File: config.mk
export PLATFORM = sky130hd
export DESIGN_NAME = lru_stack_distance_histogram_flat
export DESIGN_NICKNAME = d
export VERILOG_FILES = /design/src/sv/lsdh_pkg.sv /design/src/sv/lsdh_if.sv /design/src/sv/lsdh_ram.sv /design/src/sv/lsdh_cell.sv /design/src/sv/lru_stack_distance_histogram.sv /design/src/flat_wrapper.sv
export SDC_FILE = /design/constraint.sdc
export NUM_CORES = 2
export LEC_CHECK = 0
export CORE_ASPECT_RATIO = 1.75
export CORE_MARGIN = 2
export CORE_UTILIZATION = 30
export CTS_CLUSTER_SIZE = 16
export DETAILED_ROUTE_END_ITERATION = 16
export DONT_BUFFER_PORTS = 1
export GPL_ROUTABILITY_DRIVEN = 0
export HOLD_SLACK_MARGIN = 0.15
export SYNTH_ARGS = -nofsm -noshare
export SYNTH_HDL_FRONTEND = slang
export SYNTH_SLANG_ARGS = --single-unit
File: constraint.sdc
create_clock -name clock -period 8.9 [get_ports clock]
set_input_delay 0.445 -clock clock [delete_from_list [all_inputs] [get_ports clock]]
set_output_delay 0.445 -clock clock [all_outputs]
set_load 0.01 [all_outputs]
File: src/sv/lsdh_pkg.sv
// ---------------------------------------------------------------------------
// LRU stack distance histogram package
// Shared field widths, action codes and the cell control group.
// ---------------------------------------------------------------------------
package lsdh_pkg;

   localparam int unsigned ADDR_W    = 32;
   localparam int unsigned BIN_IDX_W = 4;
   localparam int unsigned DIST_W    = 6;
   localparam int unsigned COUNT_W   = 32;

   typedef enum logic [1:0] {
      ACT_RECORD   = 2'd0,
      ACT_READ_BIN = 2'd1,
      ACT_CLEAR    = 2'd2
   } action_type;

   typedef struct packed {
      logic match_en;   // register the compare result in every cell
      logic shift_en;   // advance entries towards the bottom up to the limit
   } cell_ctrl_type;

endpackage

File: src/sv/lsdh_if.sv
// ---------------------------------------------------------------------------
// LRU stack distance histogram channels
// Request and response channels with valid/ready handshake.
// ---------------------------------------------------------------------------
interface lsdh_req_if import lsdh_pkg::*; ();
   logic                 valid;
   logic                 ready;
   action_type           action;
   logic [ADDR_W-1:0]    address;
   logic [BIN_IDX_W-1:0] bin_index;

   modport source (output valid, action, address, bin_index, input ready);
   modport sink   (input valid, action, address, bin_index, output ready);
endinterface

interface lsdh_rsp_if import lsdh_pkg::*; ();
   logic               valid;
   logic               ready;
   logic               hit;
   logic [DIST_W-1:0]  distance;
   logic [COUNT_W-1:0] bin_count;

   modport source (output valid, hit, distance, bin_count, input ready);
   modport sink   (input valid, hit, distance, bin_count, output ready);
endinterface

File: src/sv/lsdh_ram.sv
// ---------------------------------------------------------------------------
// Generic single-port-write RAM
// One write port, one read port with registered read data.
// ---------------------------------------------------------------------------
module lsdh_ram #(
   parameter int unsigned WIDTH = 32,
   parameter int unsigned DEPTH = 16
) (
   input  logic                     clock,
   input  logic                     wr_en,
   input  logic [$clog2(DEPTH)-1:0] wr_addr,
   input  logic [WIDTH-1:0]         wr_data,
   input  logic [$clog2(DEPTH)-1:0] rd_addr,
   output logic [WIDTH-1:0]         rd_data
);

   logic [WIDTH-1:0] mem [DEPTH];
   logic [WIDTH-1:0] rd_data_ff;

   always_ff @(posedge clock) begin
      if (wr_en) begin
         mem[wr_addr] <= wr_data;
      end
      rd_data_ff <= mem[rd_addr];
   end

   assign rd_data = rd_data_ff;

endmodule

File: src/sv/lsdh_cell.sv
// ---------------------------------------------------------------------------
// LRU stack cell
// Holds one stack entry, compares it with the key and takes its
// neighbour's entry when the stack advances past this depth.
// ---------------------------------------------------------------------------
module lsdh_cell import lsdh_pkg::*; #(
   parameter int unsigned INDEX = 0,
   parameter int unsigned POS_W = 6,
   parameter int unsigned OCC_W = 7
) (
   input  logic              clock,
   input  logic              reset,
   input  cell_ctrl_type     ctrl,
   input  logic [ADDR_W-1:0] key,
   input  logic [POS_W-1:0]  limit,
   input  logic [OCC_W-1:0]  occupancy,
   input  logic [ADDR_W-1:0] shift_in,
   output logic [ADDR_W-1:0] entry,
   output logic              match
);

   logic [ADDR_W-1:0] entry_ff, entry_in;
   logic              match_ff, match_in;
   logic              valid;

   // Entry is live only while it sits above the fill level
   assign valid = 32'(occupancy) > INDEX;

   always_comb begin
      entry_in = entry_ff;
      if (ctrl.shift_en && (32'(limit) >= INDEX)) begin
         entry_in = shift_in;
      end
      match_in = match_ff;
      if (ctrl.match_en) begin
         match_in = valid && (entry_ff == key);
      end
   end

   always_ff @(posedge clock) begin
      entry_ff <= entry_in;
      if (reset) begin
         match_ff <= 1'b0;
      end else begin
         match_ff <= match_in;
      end
   end

   assign entry = entry_ff;
   assign match = match_ff;

endmodule

File: src/sv/lru_stack_distance_histogram.sv
// A record access runs MATCH, ENCODE, BUMP and WRITE, a bin read LOOKUP and READ, and a clear
// or unknown action goes straight to DONE, where the response is registered once the output
// register is free. One transaction in flight: a new request is taken only in IDLE.
// A finished response waits in the output register while the next transaction is accepted.
// Reset (synchronous, active high) empties the stack and zeroes every histogram bin at once
// through per-bin valid bits; no clearing pass is needed.
// ---------------------------------------------------------------------------
// LRU stack distance histogram
// Row of compare-and-shift cells forming a bounded LRU stack, with a
// saturating histogram of stack distances kept in a small RAM.
// ---------------------------------------------------------------------------
module lru_stack_distance_histogram import lsdh_pkg::*; #(
   parameter int unsigned STACK_DEPTH = 64,
   parameter int unsigned BIN_COUNT   = 16
) (
   input  logic       clock,
   input  logic       reset,
   lsdh_req_if.sink   req,
   lsdh_rsp_if.source rsp
);

   localparam int unsigned POS_W = $clog2(STACK_DEPTH);
   localparam int unsigned OCC_W = $clog2(STACK_DEPTH + 1);
   localparam int unsigned BIN_W = $clog2(BIN_COUNT);

   typedef enum logic [7:0] {
      S_IDLE   = 8'b0000_0001,
      S_MATCH  = 8'b0000_0010,
      S_ENCODE = 8'b0000_0100,
      S_BUMP   = 8'b0000_1000,
      S_WRITE  = 8'b0001_0000,
      S_LOOKUP = 8'b0010_0000,
      S_READ   = 8'b0100_0000,
      S_DONE   = 8'b1000_0000
   } state_type;

   state_type state_ff, state_in;

   // Accepted transaction
   logic [ADDR_W-1:0]  addr_ff, addr_in;
   logic [BIN_W-1:0]   bin_ff, bin_in;
   logic               range_ok_ff, range_ok_in;

   // Stack bookkeeping
   logic [OCC_W-1:0]   occ_ff, occ_in;
   logic [POS_W-1:0]   pos_ff, pos_in;
   logic               hit_ff, hit_in;

   // Result waiting for the output register
   logic               res_hit_ff, res_hit_in;
   logic [POS_W-1:0]   res_pos_ff, res_pos_in;
   logic [COUNT_W-1:0] res_count_ff, res_count_in;

   // Output register
   logic               rsp_valid_ff, rsp_valid_in;
   logic               rsp_hit_ff, rsp_hit_in;
   logic [DIST_W-1:0]  rsp_dist_ff, rsp_dist_in;
   logic [COUNT_W-1:0] rsp_count_ff, rsp_count_in;

   // Histogram bins: valid bit set on first write, clear bin reads as zero
   logic               bin_valid_ff [BIN_COUNT];
   logic               ram_wr_en;
   logic [BIN_W-1:0]   ram_rd_addr;
   logic [COUNT_W-1:0] ram_rd_data;
   logic [COUNT_W-1:0] ram_wr_data;
   logic [COUNT_W-1:0] cur_count;
   logic [BIN_W-1:0]   bump_bin;

   // Cell row
   cell_ctrl_type      cell_ctrl;
   logic [POS_W-1:0]   shift_limit;
   logic [ADDR_W-1:0]  entries [STACK_DEPTH];
   logic [STACK_DEPTH-1:0] match_vec;
   logic [POS_W-1:0]   pos_enc;

   logic               req_fire;
   logic               out_free;
   logic [DIST_W+POS_W-1:0] dist_wide;

   assign req.ready = (state_ff == S_IDLE);
   assign req_fire  = req.valid && req.ready;
   assign out_free  = !rsp_valid_ff || rsp.ready;

   // -------------------------------------------------------------------
   // Cell row: cell 0 takes the new address, every other cell its
   // upper neighbour's entry, down to the shift limit.
   // -------------------------------------------------------------------
   assign cell_ctrl.match_en = (state_ff == S_MATCH);
   assign cell_ctrl.shift_en = (state_ff == S_BUMP);

   // Hit: close the gap at the found depth. Miss: push, dropping the
   // bottom entry when the stack is full.
   always_comb begin
      if (hit_ff) begin
         shift_limit = pos_ff;
      end else if (occ_ff >= OCC_W'(STACK_DEPTH)) begin
         shift_limit = POS_W'(STACK_DEPTH - 1);
      end else begin
         shift_limit = POS_W'(occ_ff);
      end
   end

   for (genvar i = 0; i < STACK_DEPTH; i++) begin : g_cell
      logic [ADDR_W-1:0] shift_in;
      if (i == 0) begin : g_top
         assign shift_in = addr_ff;
      end else begin : g_rest
         assign shift_in = entries[i-1];
      end
      lsdh_cell #(
         .INDEX (i),
         .POS_W (POS_W),
         .OCC_W (OCC_W)
      ) u_cell (
         .clock     (clock),
         .reset     (reset),
         .ctrl      (cell_ctrl),
         .key       (addr_ff),
         .limit     (shift_limit),
         .occupancy (occ_ff),
         .shift_in  (shift_in),
         .entry     (entries[i]),
         .match     (match_vec[i])
      );
   end

   // Live entries are distinct, so at most one cell matches: OR its index out
   always_comb begin
      pos_enc = '0;
      for (int i = 0; i < STACK_DEPTH; i++) begin
         if (match_vec[i]) begin
            pos_enc = pos_enc | POS_W'(i);
         end
      end
   end

   // Deep hits and misses land in the last bin
   always_comb begin
      if (!hit_ff || (32'(pos_ff) >= (BIN_COUNT - 1))) begin
         bump_bin = BIN_W'(BIN_COUNT - 1);
      end else begin
         bump_bin = BIN_W'(pos_ff);
      end
   end

   // -------------------------------------------------------------------
   // Histogram RAM: read in BUMP or LOOKUP, write back in WRITE
   // -------------------------------------------------------------------
   assign ram_rd_addr = (state_ff == S_BUMP) ? bump_bin : bin_ff;
   assign cur_count   = bin_valid_ff[bin_ff] ? ram_rd_data : '0;
   assign ram_wr_data = (&cur_count) ? cur_count : cur_count + COUNT_W'(1);
   assign ram_wr_en   = (state_ff == S_WRITE);

   lsdh_ram #(
      .WIDTH (COUNT_W),
      .DEPTH (BIN_COUNT)
   ) u_hist_ram (
      .clock   (clock),
      .wr_en   (ram_wr_en),
      .wr_addr (bin_ff),
      .wr_data (ram_wr_data),
      .rd_addr (ram_rd_addr),
      .rd_data (ram_rd_data)
   );

   // Fit the depth into the distance field, truncating when deeper
   assign dist_wide = {{DIST_W{1'b0}}, res_pos_ff};

   // -------------------------------------------------------------------
   // Sequencer
   // -------------------------------------------------------------------
   always_comb begin
      state_in     = state_ff;
      addr_in      = addr_ff;
      bin_in       = bin_ff;
      range_ok_in  = range_ok_ff;
      occ_in       = occ_ff;
      pos_in       = pos_ff;
      hit_in       = hit_ff;
      res_hit_in   = res_hit_ff;
      res_pos_in   = res_pos_ff;
      res_count_in = res_count_ff;
      rsp_hit_in   = rsp_hit_ff;
      rsp_dist_in  = rsp_dist_ff;
      rsp_count_in = rsp_count_ff;

      rsp_valid_in = rsp_valid_ff;
      if (rsp.ready) begin
         rsp_valid_in = 1'b0;
      end

      case (state_ff)
         S_IDLE: begin
            if (req_fire) begin
               addr_in      = req.address;
               bin_in       = BIN_W'(req.bin_index);
               range_ok_in  = 32'(req.bin_index) < BIN_COUNT;
               res_hit_in   = 1'b0;
               res_pos_in   = '0;
               res_count_in = '0;
               case (req.action)
                  ACT_RECORD:   state_in = S_MATCH;
                  ACT_READ_BIN: state_in = S_LOOKUP;
                  ACT_CLEAR: begin
                     occ_in   = '0;
                     state_in = S_DONE;
                  end
                  default:      state_in = S_DONE;
               endcase
            end
         end
         S_MATCH: begin
            state_in = S_ENCODE;
         end
         S_ENCODE: begin
            hit_in   = |match_vec;
            pos_in   = pos_enc;
            state_in = S_BUMP;
         end
         S_BUMP: begin
            // Cells advance this cycle; the bin read goes out at the same time
            bin_in = bump_bin;
            if (!hit_ff && (occ_ff < OCC_W'(STACK_DEPTH))) begin
               occ_in = occ_ff + OCC_W'(1);
            end
            state_in = S_WRITE;
         end
         S_WRITE: begin
            res_hit_in = hit_ff;
            res_pos_in = hit_ff ? pos_ff : '0;
            state_in   = S_DONE;
         end
         S_LOOKUP: begin
            state_in = S_READ;
         end
         S_READ: begin
            res_count_in = range_ok_ff ? cur_count : '0;
            state_in     = S_DONE;
         end
         S_DONE: begin
            // Hold the result until the output register is free
            if (out_free) begin
               rsp_valid_in = 1'b1;
               rsp_hit_in   = res_hit_ff;
               rsp_dist_in  = dist_wide[DIST_W-1:0];
               rsp_count_in = res_count_ff;
               state_in     = S_IDLE;
            end
         end
         default: begin
            state_in = S_IDLE;
         end
      endcase
   end

   always_ff @(posedge clock) begin
      addr_in_ff_block: begin
         addr_ff      <= addr_in;
         bin_ff       <= bin_in;
         range_ok_ff  <= range_ok_in;
         pos_ff       <= pos_in;
         hit_ff       <= hit_in;
         res_hit_ff   <= res_hit_in;
         res_pos_ff   <= res_pos_in;
         res_count_ff <= res_count_in;
         rsp_hit_ff   <= rsp_hit_in;
         rsp_dist_ff  <= rsp_dist_in;
         rsp_count_ff <= rsp_count_in;
      end
      if (reset) begin
         state_ff     <= S_IDLE;
         occ_ff       <= '0;
         rsp_valid_ff <= 1'b0;
      end else begin
         state_ff     <= state_in;
         occ_ff       <= occ_in;
         rsp_valid_ff <= rsp_valid_in;
      end
   end

   // Bin valid bits: drop all on reset, mark a bin once written
   always_ff @(posedge clock) begin
      for (int i = 0; i < BIN_COUNT; i++) begin
         if (reset) begin
            bin_valid_ff[i] <= 1'b0;
         end else if (ram_wr_en && (32'(bin_ff) == i)) begin
            bin_valid_ff[i] <= 1'b1;
         end
      end
   end

   assign rsp.valid     = rsp_valid_ff;
   assign rsp.hit       = rsp_hit_ff;
   assign rsp.distance  = rsp_dist_ff;
   assign rsp.bin_count = rsp_count_ff;

   // -------------------------------------------------------------------
   // Assertions
   // -------------------------------------------------------------------
   a_occ_bound: assert property (@(posedge clock) disable iff (reset)
      32'(occ_ff) <= STACK_DEPTH)
      else $error("occupancy beyond stack depth");

   a_unique_match: assert property (@(posedge clock) disable iff (reset)
      state_ff == S_ENCODE |-> $onehot0(match_vec))
      else $error("address held in more than one live cell");

   a_hit_in_range: assert property (@(posedge clock) disable iff (reset)
      (state_ff == S_BUMP) && hit_ff |-> 32'(pos_ff) < 32'(occ_ff))
      else $error("hit depth outside the live stack");

   a_bin_marked: assert property (@(posedge clock) disable iff (reset)
      state_ff == S_WRITE |=> bin_valid_ff[$past(bin_ff)])
      else $error("written bin not marked valid");

   a_clear_empties: assert property (@(posedge clock) disable iff (reset)
      req_fire && (req.action == ACT_CLEAR) |=> occ_ff == '0)
      else $error("stack not emptied after clear");

endmodule
File: src/flat_wrapper.sv
// flat-port wrapper written by rule: the top's interface ports become plain ports
module lru_stack_distance_histogram_flat import lsdh_pkg::*;
#(
   parameter int unsigned STACK_DEPTH = 64,
   parameter int unsigned BIN_COUNT   = 16
)
  (clock, reset, req_valid, req_action, req_address, req_bin_index, req_ready, rsp_valid, rsp_hit, rsp_distance, rsp_bin_count, rsp_ready);
  lsdh_req_if req_i ();
  lsdh_rsp_if rsp_i ();
  input  logic clock;
  input  logic reset;
  input wire logic [$bits(req_i.valid)-1:0] req_valid;
  input wire logic [$bits(req_i.action)-1:0] req_action;
  input wire logic [$bits(req_i.address)-1:0] req_address;
  input wire logic [$bits(req_i.bin_index)-1:0] req_bin_index;
  output wire logic [$bits(req_i.ready)-1:0] req_ready;
  output wire logic [$bits(rsp_i.valid)-1:0] rsp_valid;
  output wire logic [$bits(rsp_i.hit)-1:0] rsp_hit;
  output wire logic [$bits(rsp_i.distance)-1:0] rsp_distance;
  output wire logic [$bits(rsp_i.bin_count)-1:0] rsp_bin_count;
  input wire logic [$bits(rsp_i.ready)-1:0] rsp_ready;
  assign req_i.valid = req_valid;
  assign req_i.action = req_action;
  assign req_i.address = req_address;
  assign req_i.bin_index = req_bin_index;
  assign req_ready = req_i.ready;
  assign rsp_valid = rsp_i.valid;
  assign rsp_hit = rsp_i.hit;
  assign rsp_distance = rsp_i.distance;
  assign rsp_bin_count = rsp_i.bin_count;
  assign rsp_i.ready = rsp_ready;
  lru_stack_distance_histogram #(.STACK_DEPTH(STACK_DEPTH), .BIN_COUNT(BIN_COUNT)) u_core (.clock(clock), .reset(reset), .req(req_i), .rsp(rsp_i));
endmodule
* Word-level counts from Yosys, hierarchy flattened
Memories as Yosys holds them, arrays and structs flattened. A register that Yosys moved wholly into a read port is not among the register bits. Index checks and enable logic that the tools add are counted.
Word-level totals: flip-flop bits (word level) 2250, RAM bits 528, word-level logic and storage cells 740, memories kept 2
Cells by class: add/subtract/negate cells 2, $lt $le $gt $ge 130, equality and inequality tests 93, mux-type cells 181, bitwise operators 16, reductions and logical operators 169
Memories:
- u_core.u_hist_ram.mem | depth 16, width 32, rd ports 1, clocked after memory_dff 1, wr ports 1, RTL line lsdh_ram.sv:17 | logic [WIDTH-1:0] mem [DEPTH];
- u_core.bin_valid_ff | depth 16, width 1, rd ports 1, clocked after memory_dff 1, wr ports 16, RTL line lru_stack_distance_histogram.sv:61 | logic bin_valid_ff [BIN_COUNT];
Operators with widths (number):
- == test 32 bit | 64
- 2-to-1 mux 32 bit | 9
- 2-to-1 mux 6 bit | 38
- > comparator 7 x 6 -> 1 bit, second input constant | 32
- greater-or-equal comparator 6 bit, second input constant | 32
- logical AND 1 bit | 145
- > comparator 7 x 5 -> 1 bit, second input constant | 16
- greater-or-equal comparator 6 x 5 -> 1 bit, second input constant | 16
- 2-to-1 mux 5 bit | 16
- 2-to-1 mux 1 bit | 79
- case mux 32 bit (2 select lines) | 1
- OR reduction 64 bit | 1
- > comparator 7 x 4 -> 1 bit, second input constant | 8
- case mux 8 bit (7 select lines) | 1
- greater-or-equal comparator 6 x 4 -> 1 bit, second input constant | 9
- 2-to-1 mux 4 bit | 13
- 2-to-1 mux 7 bit | 7
- 2-to-1 mux 8 bit | 6
- adder 32 x 1 -> 32 bit, second input constant | 1
- == test 4 bit, second input constant | 8
- AND reduction 32 bit | 1
- OR reduction 32 bit | 1
- > comparator 7 x 3 -> 1 bit, second input constant | 4
- greater-or-equal comparator 6 x 3 -> 1 bit, second input constant | 4
- other kinds (41) | 79

* Longest topological paths before layout
depth in word-level cells 61, mapped depth 15, depth with buffers taken out 12

* Least setup slack after synthesis
Ideal clock, no wire load.
path kind flip-flop to flip-flop, start point register u_core.occ_ff[6], end point register u_core.g_cell[31].u_cell.entry_ff[0], enable pin, data arrival time 5.590 ns, path slack 2.840 ns, cell stages (with the launch flop) 8, path through dfxtp_1 -> clkbuf_1 -> clkbuf_1 -> nor3_1 -> a21oi_1 -> nand3_1 -> a21oi_1 -> a21boi_0
Between the ends: longest elaborated chain between the ends 6
Ends and longest elaborated chain:
- from (decl) | RTL line lru_stack_distance_histogram.sv:45 | logic [OCC_W-1:0] occ_ff, occ_in;
- from (signal assigned) | RTL line lru_stack_distance_histogram.sv:276 | occ_ff <= occ_in;
- greater-or-equal comparator 7 bit | RTL line lru_stack_distance_histogram.sv:96 | end else if (occ_ff >= OCC_W'(STACK_DEPTH)) begin
- 2-to-1 mux 6 bit | RTL line lru_stack_distance_histogram.sv:96
- 2-to-1 mux 6 bit (2 in series) | RTL line lru_stack_distance_histogram.sv:94 | if (hit_ff) begin
- greater-or-equal comparator 6 x 5 -> 1 bit | RTL line lsdh_cell.sv:31 | if (ctrl.shift_en && (32'(limit) >= INDEX)) begin
- logical AND 1 bit | RTL line lsdh_cell.sv:31
- to (signal assigned) | RTL line lsdh_cell.sv:41 | entry_ff <= entry_in;
- to (decl) | RTL line lsdh_cell.sv:22 | logic [ADDR_W-1:0] entry_ff, entry_in;
Every way passes these cells. The select of a mux whose other input is x is not followed. A chain may end at the register's enable or synchronous reset.

==> results.toml <==
[run_status]
status = "finished, violations left"
violations = "capacitance limit, slew limit"

[yosys]
synth_fp_nets = 7681
async_flop_share = 0
synth_cell_types = 78
syn_avg_cell_area_um2 = 15.3
ys_ff_latch = 2813
yosys_most_used_dff = "edfxtp_1"
synth_area_mm2 = 0.117
yosys_warnings = 0
synthCells = 7635
yosysSeqAreaShare = 0.711
synth-edff-count = 2696

[cells_and_area]
postLayoutCoreUtil = 0.346
nFillCells = 37000
drive_above_1_share = 0.0984
fin_nets = 7812
syn2layout_area_growth_pct = 14.7

[drt]
drc = 0
avgRoutedWirePerCell_um = 30.3
firstDrtPassIters = 9
wl_met1_um = 124000
vias_per_cell = 5.31
dr_wl_met2_um = 207000
vias = 69900
top_layer = "met5"
wirelength_um = 399000
ant_nets = 0
dr_wl_met3_um = 28800
drtIter0Drc = 7991

[floorplan]
die_w_um = 476
die_area_mm2 = 0.396
num_io_pins = 83
die-height_um = 831
core_mm2 = 0.389
row_count = 303
initial_utilization = 0.301

[critical_path]
worstPathMaxFanout = 45
critical_path_class = "reg2reg"
cpMaxStageDelayCell = "a311oi_1"
critPathArrivalTime_ns = 5.95
worst_setup_path_end_kind = "flop"
path_cells = "mux4_2 -> mux2i_1 -> nand2_1 -> o21ai_4 -> buf_4 -> nor2_1 -> ha_1 -> and3_1 -> and4_1 -> a311oi_1 -> nand4_1 -> xor2_1 -> nor2_1"
slowest_delay_ns = 0.94
r2r_cells = 13
worst_setup_path_start_kind = "flop"
cpMostUsedCell = "nor2_1"
cp.required_ns = 9.38

[hold_path]
hp-class = "in2reg"
min_path_cells = 1

[global_routing]
grt_antenna_before_repair = 14
grt_max_degree = 104
grt_pass1_wl_um = 544000
grt_overflow_total = 0
grtUsageTotal = 0.194
grt_pass1_vias = 71200

[clock_tree]
tritoncts = "built"
clk_latency_ns = 0.88
max-clock-path-buffers = 4
ctsHtreeMaxLevel = 5
cts.sinks = 2813
numCtsBuffers = 285
cts_root_buf = "clkbuf_16"
clkSlewWorstSetupHoldPaths_ns = 0.07
postCtsSetupBuffers = 0

[sta]
drv_slew = 2
min_period_ns = 5.46
tightestPinTransition_ns = 1.54
finalSetupViolations = 0
hold_viol = 0
fin_crit_sh = 0.614
max_freq_ghz = 0.183
skew_ns = 0.0773
rsz0062_at_grt = "no"
setup-tns-final_ns = 0
slew_headroom = -0.0395

[pwr]
power_leakage_nw = 39.9
peakVddDrop_v = 0.000215
p_per_area_mw_per_mm2 = 221

[placed_design]
dp_hpwl_um = 265000
port_buffers = 0

[run]
drv_cap = 1
## where the power goes
group          total [mW]  leakage, nW  switching (mW)  internal (mW)
clock                12.0         4.46            5.18           6.82
sequential           14.8         23.7           0.157           14.7
combinational        2.82         11.8            1.97          0.852
## worst max-delay path, delay by kind of cell (launching register included)
| family | cells | cell delay (ns) |
|---|---|---|
| mux | 2 | 0.81 |
| flops | 1 | 0.47 |
| xor+xnor | 1 | 0.21 |
| compound gates | 2 | 1.03 |
| simple gates | 6 | 1.75 |
| buf+inv | 1 | 0.48 |
| fa+ha+maj | 1 | 0.28 |
## kinds of logic after synthesis
| family | after synthesis | synth area share |
|---|---|---|
| AO/OA/AOI/OAI | 630 | 0.0357 |
| XOR/XNOR | 2069 | 0.155 |
| adder cells (fa/ha/maj) | 4 | 0.000427 |
| buffers and inverters | 458 | 0.0159 |
| flip-flops | 2813 | 0.711 |
| multiplexers | 102 | 0.00962 |
| AND/OR/NAND/NOR | 1559 | 0.0726 |
## synthesized netlist by cell type (25+ instances only)
master | n | share of area
a32oi_1 | 25 | 0.0019
mux2_2 | 44 | 0.0042
o21ai_0 | 112 | 0.0048
nor4_1 | 402 | 0.021
clkbuf_1 | 235 | 0.0075
nand2_1 | 278 | 0.0089
nor3_1 | 68 | 0.0029
a21oi_1 | 217 | 0.0093
nand4_1 | 337 | 0.018
buf_1 | 85 | 0.0027
nand3_1 | 159 | 0.0068
buf_2 | 82 | 0.0035
dfxtp_1 | 117 | 0.020
xnor2_1 | 909 | 0.068
inv_1 | 43 | 0.0014
and2_1 | 34 | 0.0018
xor2_1 | 1160 | 0.087
or2_2 | 25 | 0.0013
mux2i_1 | 53 | 0.0045
edfxtp_1 | 2696 | 0.69
nor2_1 | 156 | 0.0050
## timing repair
action	CTS	global route
hold endpoints to repair	161	0
hold buffers	70	0
resized for setup	0	0
## final cells by class
class	count	area (µm²)	area share
Inverter	46	175	0.00130
Multi-Input combinational cell	4364	32900	0.245
Antenna cell	10	25.0	0.000186
Timing Repair Buffer	256	2410	0.0179
Clock buffer	363	7690	0.0572
Clock inverter	136	1420	0.0106
Tap cell	5185	6490	0.0483
Sequential cell	2813	83300	0.620
## stage by stage
step	hold WS, ns	total power [mW]	area (µm²)	instances	worst slack [ns]
after floorplan	0.400	16.7	117000	7635	2.84
after global placement	0.403	17.8	124000	12600	3.66
after detailed placement	0.405	17.8	125000	12600	3.69
after CTS	0.154	29.8	134000	13200	3.60
after global routing	0.176	30.4	134000	13200	3.22
final	0.200	29.6	134000	13200	3.44
## routing by layer
layer | up-vias | global-route usage
met4 | 6 | 0.161
met3 | 1505 | 0.0389
met5 | - | 0
met2 | 3863 | 0.355
li1 | 28800 | -
met1 | 35700 | 0.186
## path summary, 6_finish.rpt
kind	slack (ns)	from	end
worst max-delay path	3.44	flop	u_core.u_hist_ram.mem[13][7]
worst min register to register	0.42	u_core.res_count_ff[23]	u_core.rsp.bin_count[23]
worst max register to register	3.44	flop	u_core.u_hist_ram.mem[13][7]
worst min-delay path	0.20	req_address[23]	u_core.addr_ff[23]
## flip-flops by register name, summed over array words and instances (netlist names), named ones only
| signal | flops |
|---|---|
| u_core.pos_ff | 6 |
| u_core.u_hist_ram.mem | 512 |
| u_core.res_count_ff | 32 |
| u_core.g_cell.u_cell.match | 64 |
| u_core.rsp.bin_count | 32 |
| u_core.res_hit_ff | 1 |
| u_core.g_cell.u_cell.entry | 2048 |
| u_core.rsp.distance | 6 |
| u_core.rsp.valid | 1 |
| u_core.hit_ff | 1 |
| u_core.rsp.hit | 1 |
| u_core.u_hist_ram.rd_data | 32 |
| u_core.addr_ff | 32 |
| u_core.state_ff | 8 |
| u_core.bin_ff | 4 |
| u_core.bin_valid_ff | 16 |
| u_core.res_pos_ff | 6 |
| u_core.occ_ff | 7 |
## cells in the final DEF (no fill, tap or decap), types with 22 or more instances in the layout
master,n
edfxtp_1,2696
xor2_1,1160
xnor2_1,909
nor4_1,398
nand4_1,337
clkbuf_16,291
nand2_1,277
a21oi_1,174
buf_4,160
nand3_1,159
nor2_1,121
dfxtp_1,116
o21ai_0,110
dlygate4sd3_1,69
nor3_1,64
clkbuf_1,58
mux2i_1,51
clkinv_2,48
mux2_2,44
inv_1,43
a21oi_4,40
clkinv_1,35
and2_1,34
a32oi_1,25
or2_2,25
buf_12,24
bufinv_16,23
a211oi_1,22
Power figures use the tool's default switching activity.
